**src/vat_fifo.sv**
```systemverilog
`timescale 1ns / 1ps
`default_nettype none
// ============================================================================
// vat_fifo: small register queue
// Power-of-two depth, push and pop in the same cycle allowed.
// ============================================================================
module vat_fifo #(
    parameter int WIDTH = 8,
    parameter int DEPTH = 2
) (
    input  wire logic             clk,
    input  wire logic             rst_n,
    input  wire logic             push,
    input  wire logic [WIDTH-1:0] wdata,
    output logic                  full,
    input  wire logic             pop,
    output logic      [WIDTH-1:0] rdata,
    output logic                  empty
);

    localparam int PW = $clog2(DEPTH);

    logic [WIDTH-1:0] entries_reg [DEPTH];
    logic [PW-1:0]    wr_ptr_reg, wr_ptr_next;
    logic [PW-1:0]    rd_ptr_reg, rd_ptr_next;
    logic [PW:0]      count_reg, count_next;
    logic             do_push, do_pop;

    assign full    = (count_reg == (PW+1)'(DEPTH));
    assign empty   = (count_reg == '0);
    assign do_push = push & ~full;
    assign do_pop  = pop & ~empty;
    assign rdata   = entries_reg[rd_ptr_reg];

    always_comb
    begin
        wr_ptr_next = do_push ? wr_ptr_reg + 1'b1 : wr_ptr_reg;
        rd_ptr_next = do_pop ? rd_ptr_reg + 1'b1 : rd_ptr_reg;
        count_next  = count_reg;
        if (do_push && !do_pop)
        begin
            count_next = count_reg + 1'b1;
        end
        else if (do_pop && !do_push)
        begin
            count_next = count_reg - 1'b1;
        end
    end

    always_ff @(posedge clk or negedge rst_n)
    begin
        if (!rst_n)
        begin
            wr_ptr_reg <= '0;
            rd_ptr_reg <= '0;
            count_reg  <= '0;
        end
        else
        begin
            wr_ptr_reg <= wr_ptr_next;
            rd_ptr_reg <= rd_ptr_next;
            count_reg  <= count_next;
        end
    end

    always_ff @(posedge clk)
    begin
        if (do_push)
        begin
            entries_reg[wr_ptr_reg] <= wdata;
        end
    end

endmodule
`default_nettype wire

```
**config.mk**
```make
export PLATFORM = sky130hd
export DESIGN_NAME = vat_fifo
export DESIGN_NICKNAME = d
export VERILOG_FILES = /design/src/vat_fifo.sv
export SDC_FILE = /design/constraint.sdc
export NUM_CORES = 1
export LEC_CHECK = 0
export BUFFER_PORTS_ARGS = -buffer_cell sky130_fd_sc_hd__buf_2
export CAP_MARGIN = 15
export CELL_PAD_IN_SITES_DETAIL_PLACEMENT = 0
export CELL_PAD_IN_SITES_GLOBAL_PLACEMENT = 1
export CORE_MARGIN = 2
export CORE_UTILIZATION = 40
export CTS_BUF_LIST = sky130_fd_sc_hd__clkbuf_2
export CTS_CLUSTER_DIAMETER = 80
export CTS_CLUSTER_SIZE = 14
export DETAILED_ROUTE_END_ITERATION = 6
export GPL_ROUTABILITY_DRIVEN = 0
export PLACE_DENSITY = 0.73
export SYNTH_ARGS = -nofsm -noshare
export SYNTH_HDL_FRONTEND = slang
export SYNTH_SLANG_ARGS = --single-unit
```
**constraint.sdc**
```tcl
create_clock -name clk -period 1.7 [get_ports clk]
set_clock_uncertainty 0.1 [all_clocks]
set_input_delay 0.085 -clock clk [delete_from_list [all_inputs] [get_ports clk]]
set_output_delay 0.085 -clock clk [all_outputs]
set_load 0.05 [all_outputs]
```
After elaboration in Yosys (flattened, before gate mapping):

Memory sizes are Yosys's and may differ from the RTL's.
Index checks and enable logic that the tools add are counted.

* add/sub/neg operators: 4
* multiply operators: 0
* div/mod/pow operators: 0
* $lt $le $gt $ge: 0
* eq/ne operators: 1
* shift operators: 0
* muxes and demuxes: 4
* bitwise gates (word level): 4
* reductions and logical operators: 6

Operators by type and width (number)
* $mux 2: 2
* $add 1x1->1 const B: 2
* $add 2x1->2 const B: 1
* $and 1x1->1: 2
* $eq 2x2->1 const B: 1
* $logic_and 1x1->1: 2
* $logic_not 1->1: 2
* $logic_not 2->1: 1
* $mux 1: 2
* $not 1->1: 2
* $reduce_bool 2->1: 1
* $sub 2x1->2 const B: 1

* register bits: 4
* latch bits: 0
* memory bits (writable): 16
* memory bits (read-only): 0
* bits of input ports: 12
* output and inout port bits: 10
* logic and storage cells: 23
* memories kept: 1

Memories
* entries_reg: words 2, bits a word 8, read ports 1, clocked after memory_dff 0, write ports 1, RTL line 23 `logic [WIDTH-1:0] entries_reg [DEPTH];`

Depth between registers and ports, before layout:

* depth after elaboration: 7
* gate-level depth with buffers: 7
* depth with buffers taken out: 7

Worst setup path before layout:

Ideal clock, no wire load.

* kind: register to register
* from: reg count_reg[0]
* to: mem entries_reg[0][0] (enable)
* library setup time: 370 ps
* data arrival time: 1022 ps
* data required time: 1230 ps
* setup slack: 208 ps
* stages on the path, launching flop included: 4
* buffers on the path: 0
* period minus slack after synthesis: 1492 ps
* path through: dfrtp_1 -> nand2b_1 -> nand2_2 -> nor2_1

* longest elaborated chain between the ends: 5

RTL lines
* start: declaration: RTL line 26 `logic [PW:0] count_reg, count_next;`
* start signal: assignment: RTL line 62 `count_reg <= count_next;`
* $eq 2x2->1: RTL line 29 `assign full = (count_reg == (PW+1)'(DEPTH));`
* $not 1->1: RTL line 31 `assign do_push = push & ~full;`
* $and 1x1->1: RTL line 31
* $mux 1: RTL line 68 `if (do_push)`
* $mux 1 (not written as such): RTL line 70 `entries_reg[wr_ptr_reg] <= wdata;`
* end: declaration: RTL line 23

No other way between the ends.

Worst setup path after layout:

* from: reg count_reg[0]
* to: reg count_reg[1]

* longest elaborated chain between the ends: 6
* elaborated cells between the ends (all ways): 15
* those cells by class: 2 x add/sub; 1 x eq/ne; 2 x mux; 4 x bitwise; 6 x reduce/logical

RTL lines
* $eq 2x2->1 *: RTL line 29
* $not 1->1 *: RTL line 31
* $and 1x1->1 *: RTL line 31
* net do_push: RTL line 27 `logic do_push, do_pop;`
* $logic_not 1->1: RTL line 44 `else if (do_pop && !do_push)`
* $logic_and 1x1->1: RTL line 44
* $reduce_bool 2->1 (no source line)

The timed path passes the listed nets; every way through them passes the cells marked *. The select of a mux whose other input is x is not followed.
A chain may end at the register's enable or synchronous reset.

==> metrics.txt <==
CP max FO=5; post-synth net total=57; hold depth=2; Pins Over Slew Limit=0; Setup WS pre-CTS=0.1312 ns; Sink Count=20; largest net degree at the start of global routing=12; total power=1.853 mW; worst slew pin tran=0.3850 ns; Critical Path Start Type=register; Crit path largest cell delay=0.46 ns; Post-Route Setup TNS=0 ns; GRT Total Usage=11.57%; CTS H-tree depth=1; GR Overflow Total=0; Placed Area=920.9 um^2; final setup margin=0.1123 ns; most frequent cells in the layout=21 x buf_2, 16 x edfxtp_1, 12 x dlygate4sd3_1; RR Startpoint=count_reg[0]; DRT antenna net count=0; Synth top area share=61.44%; mean post-synth cell area=17.77 um^2; status=complete, no violations; TritonCTS clock tree=yes; Ys Warns=0; worst-case clock buffer depth=2; wire per inst=11.92 um; fin area=0.001062 mm^2; Mapped Area=782.0 um^2; Min-Delay Path Class=input port to register; unrepaired setup endpoints after global routing=false; Nets=95; Seq cells post-synth=20; clk slew on worst S/H paths=0.18 ns; total CTS buffers=3; Final Cycle Share=93.39%; area added between synthesis and finish=35.84%; chip width=48.22 um; Max VDD drop=1228 uV; clk root buf=clkbuf_2; worst-case reg-to-reg path depth=6; crit end category=register; diode count=0; count of max-cap constraint violations=0; Total Routed Length=1264 um; Hold Path Sink=entries_reg[0][4]; CP Data Required Time=1.85 ns; first-pass GRT wire length=1800 um; Critical Path, Cell by Cell=nand2b_1, nand2_2, inv_1, ha_1, nor2_1, xor2_1; Starting Density=43.86%; r2r endpoint=count_reg[1]; crit path buf inv count=1; max reg flops=16; via count=466; cells after synthesis=44; # rows=15; Leakage=0.4452 nW; crit-path leading delay family=flip-flops; die height=48.22 um; worst skew pair latency=0.30 ns; Rel. slew slack=74.33%; number of global-route vias before repair=447; distinct cell type count after synthesis=15; power density over the cells=1745 mW/mm^2; ranking of synthesized cells by area=edfxtp_1 61%, dfrtp_1 13%, mux2_1 8.6%, mux2_2 2.9%, xnor2_1 2.2%; register area share after synthesis=74.24%; crit path time final=1.588 ns; most common cell after layout, fill and taps aside=buf_2; via/cell ratio=4.396; Final Hold Viols=0; core area=0.001783 mm^2; layout cells sized above 1=38.27%; drt first pass iters=5; final setup vio count=0; reg-to-reg setup timing slack=0.11 ns; Synth area leader=edfxtp_1; IO buf count=21; Starting DRT DRC Count=3; crit path DAT=1.73 ns; DR DRC count=0; die area=0.002325 mm^2; hold_sp=wdata[4]; Crit Path Class=register to register; initial antenna violation count=0; Fmax achieved=629.8 MHz; I/O Pins=22; Max stage delay cell, worst path=dfrtp_1
[synth_stat cells]
cell type,count
edfxtp_1,16
mux2_1,6
dfrtp_1,4
nor2_1,3
inv_1,2
mux2_2,2
xnor2_1,2
xor2_1,2
and3_1,1
buf_2,1
ha_1,1
nand2_2,1
nand2b_1,1
o21ai_1,1
xnor2_2,1
[kinds of logic after synthesis]
group,count (synthesis),synth area share (%)
flip-flops,20,74.24
multiplexers,8,11.52
AND/OR/NAND/NOR,6,3.841
XOR/XNOR,5,6.561
buffers and inverters,3,1.600
AO/OA/AOI/OAI,1,0.6394
adder cells (fa/ha/maj),1,1.600
[repair_timing]
item / CTS / global route
resized for setup: 1 / 0
hold endpoints to repair: 22 / 0
setup endpoints to repair: 5 / 0
buffers inserted: 0 / 0
hold buffers: 12 / 0
[worst max-delay path by stage]
stage | cells past startpoint | endpoint | slack [ns] | from
after floorplan | 3 | entries_reg[0][0] | 0.21 | count_reg[0]
after global placement | 6 | count_reg[1] | 0.15 | count_reg[0]
after detailed placement | 6 | count_reg[1] | 0.13 | count_reg[0]
after CTS | 6 | count_reg[1] | 0.09 | count_reg[0]
after global routing | 7 | count_reg[1] | 0.01 | count_reg[0]
final | 6 | count_reg[1] | 0.11 | count_reg[0]
[area by class of cell]
| type | instances | area [um^2] |
|---|---|---|
| Fill cell | 156 | 720.7 |
| Sequential cell | 20 | 581.8 |
| Timing Repair Buffer | 34 | 232.7 |
| Multi-Input combinational cell | 21 | 188.9 |
| Tap cell | 25 | 31.28 |
| Clock buffer | 4 | 20.02 |
| Inverter | 2 | 7.507 |
[power by group]
part | total [mW] | switching, mW | internal [mW]
sequential | 0.789 | 0.104 | 0.686
combinational | 0.866 | 0.585 | 0.281
clock | 0.198 | 0.136 | 0.0623
total | 1.85 | 0.824 | 1.03
[per-stage QoR]
step / hold WS, ns / std cells / util (%)
after floorplan: -0.3106 / 44 / -
after global placement: -0.1981 / 90 / 51.65
after detailed placement: -0.1973 / 90 / 51.65
after CTS: 0.3919 / 106 / 59.58
after global routing: 0.3892 / 106 / 59.58
final: 0.3936 / 106 / 59.58
[routing by layer]
| metal | vias to the layer above | global-route usage, % | wire length (um) |
|---|---|---|---|
| li1 | 231 | - | - |
| met1 | 222 | 13.08 | 585 |
| met3 | 0 | 3.704 | 63 |
| met5 | - | 0 | 0 |
| met2 | 13 | 19.47 | 616 |
| met4 | 0 | 5.946 | 0 |
[worst register-to-register path, delay by kind of cell, from the launching register on]
family	cells	cell delay, ns
buffers and inverters	1	0.05
xor gates and xnor gates	1	0.15
and+or+nand+nor	3	0.46
adders and majority gates	1	0.32
DFF	1	0.46
Power figures use the tool's default switching activity.
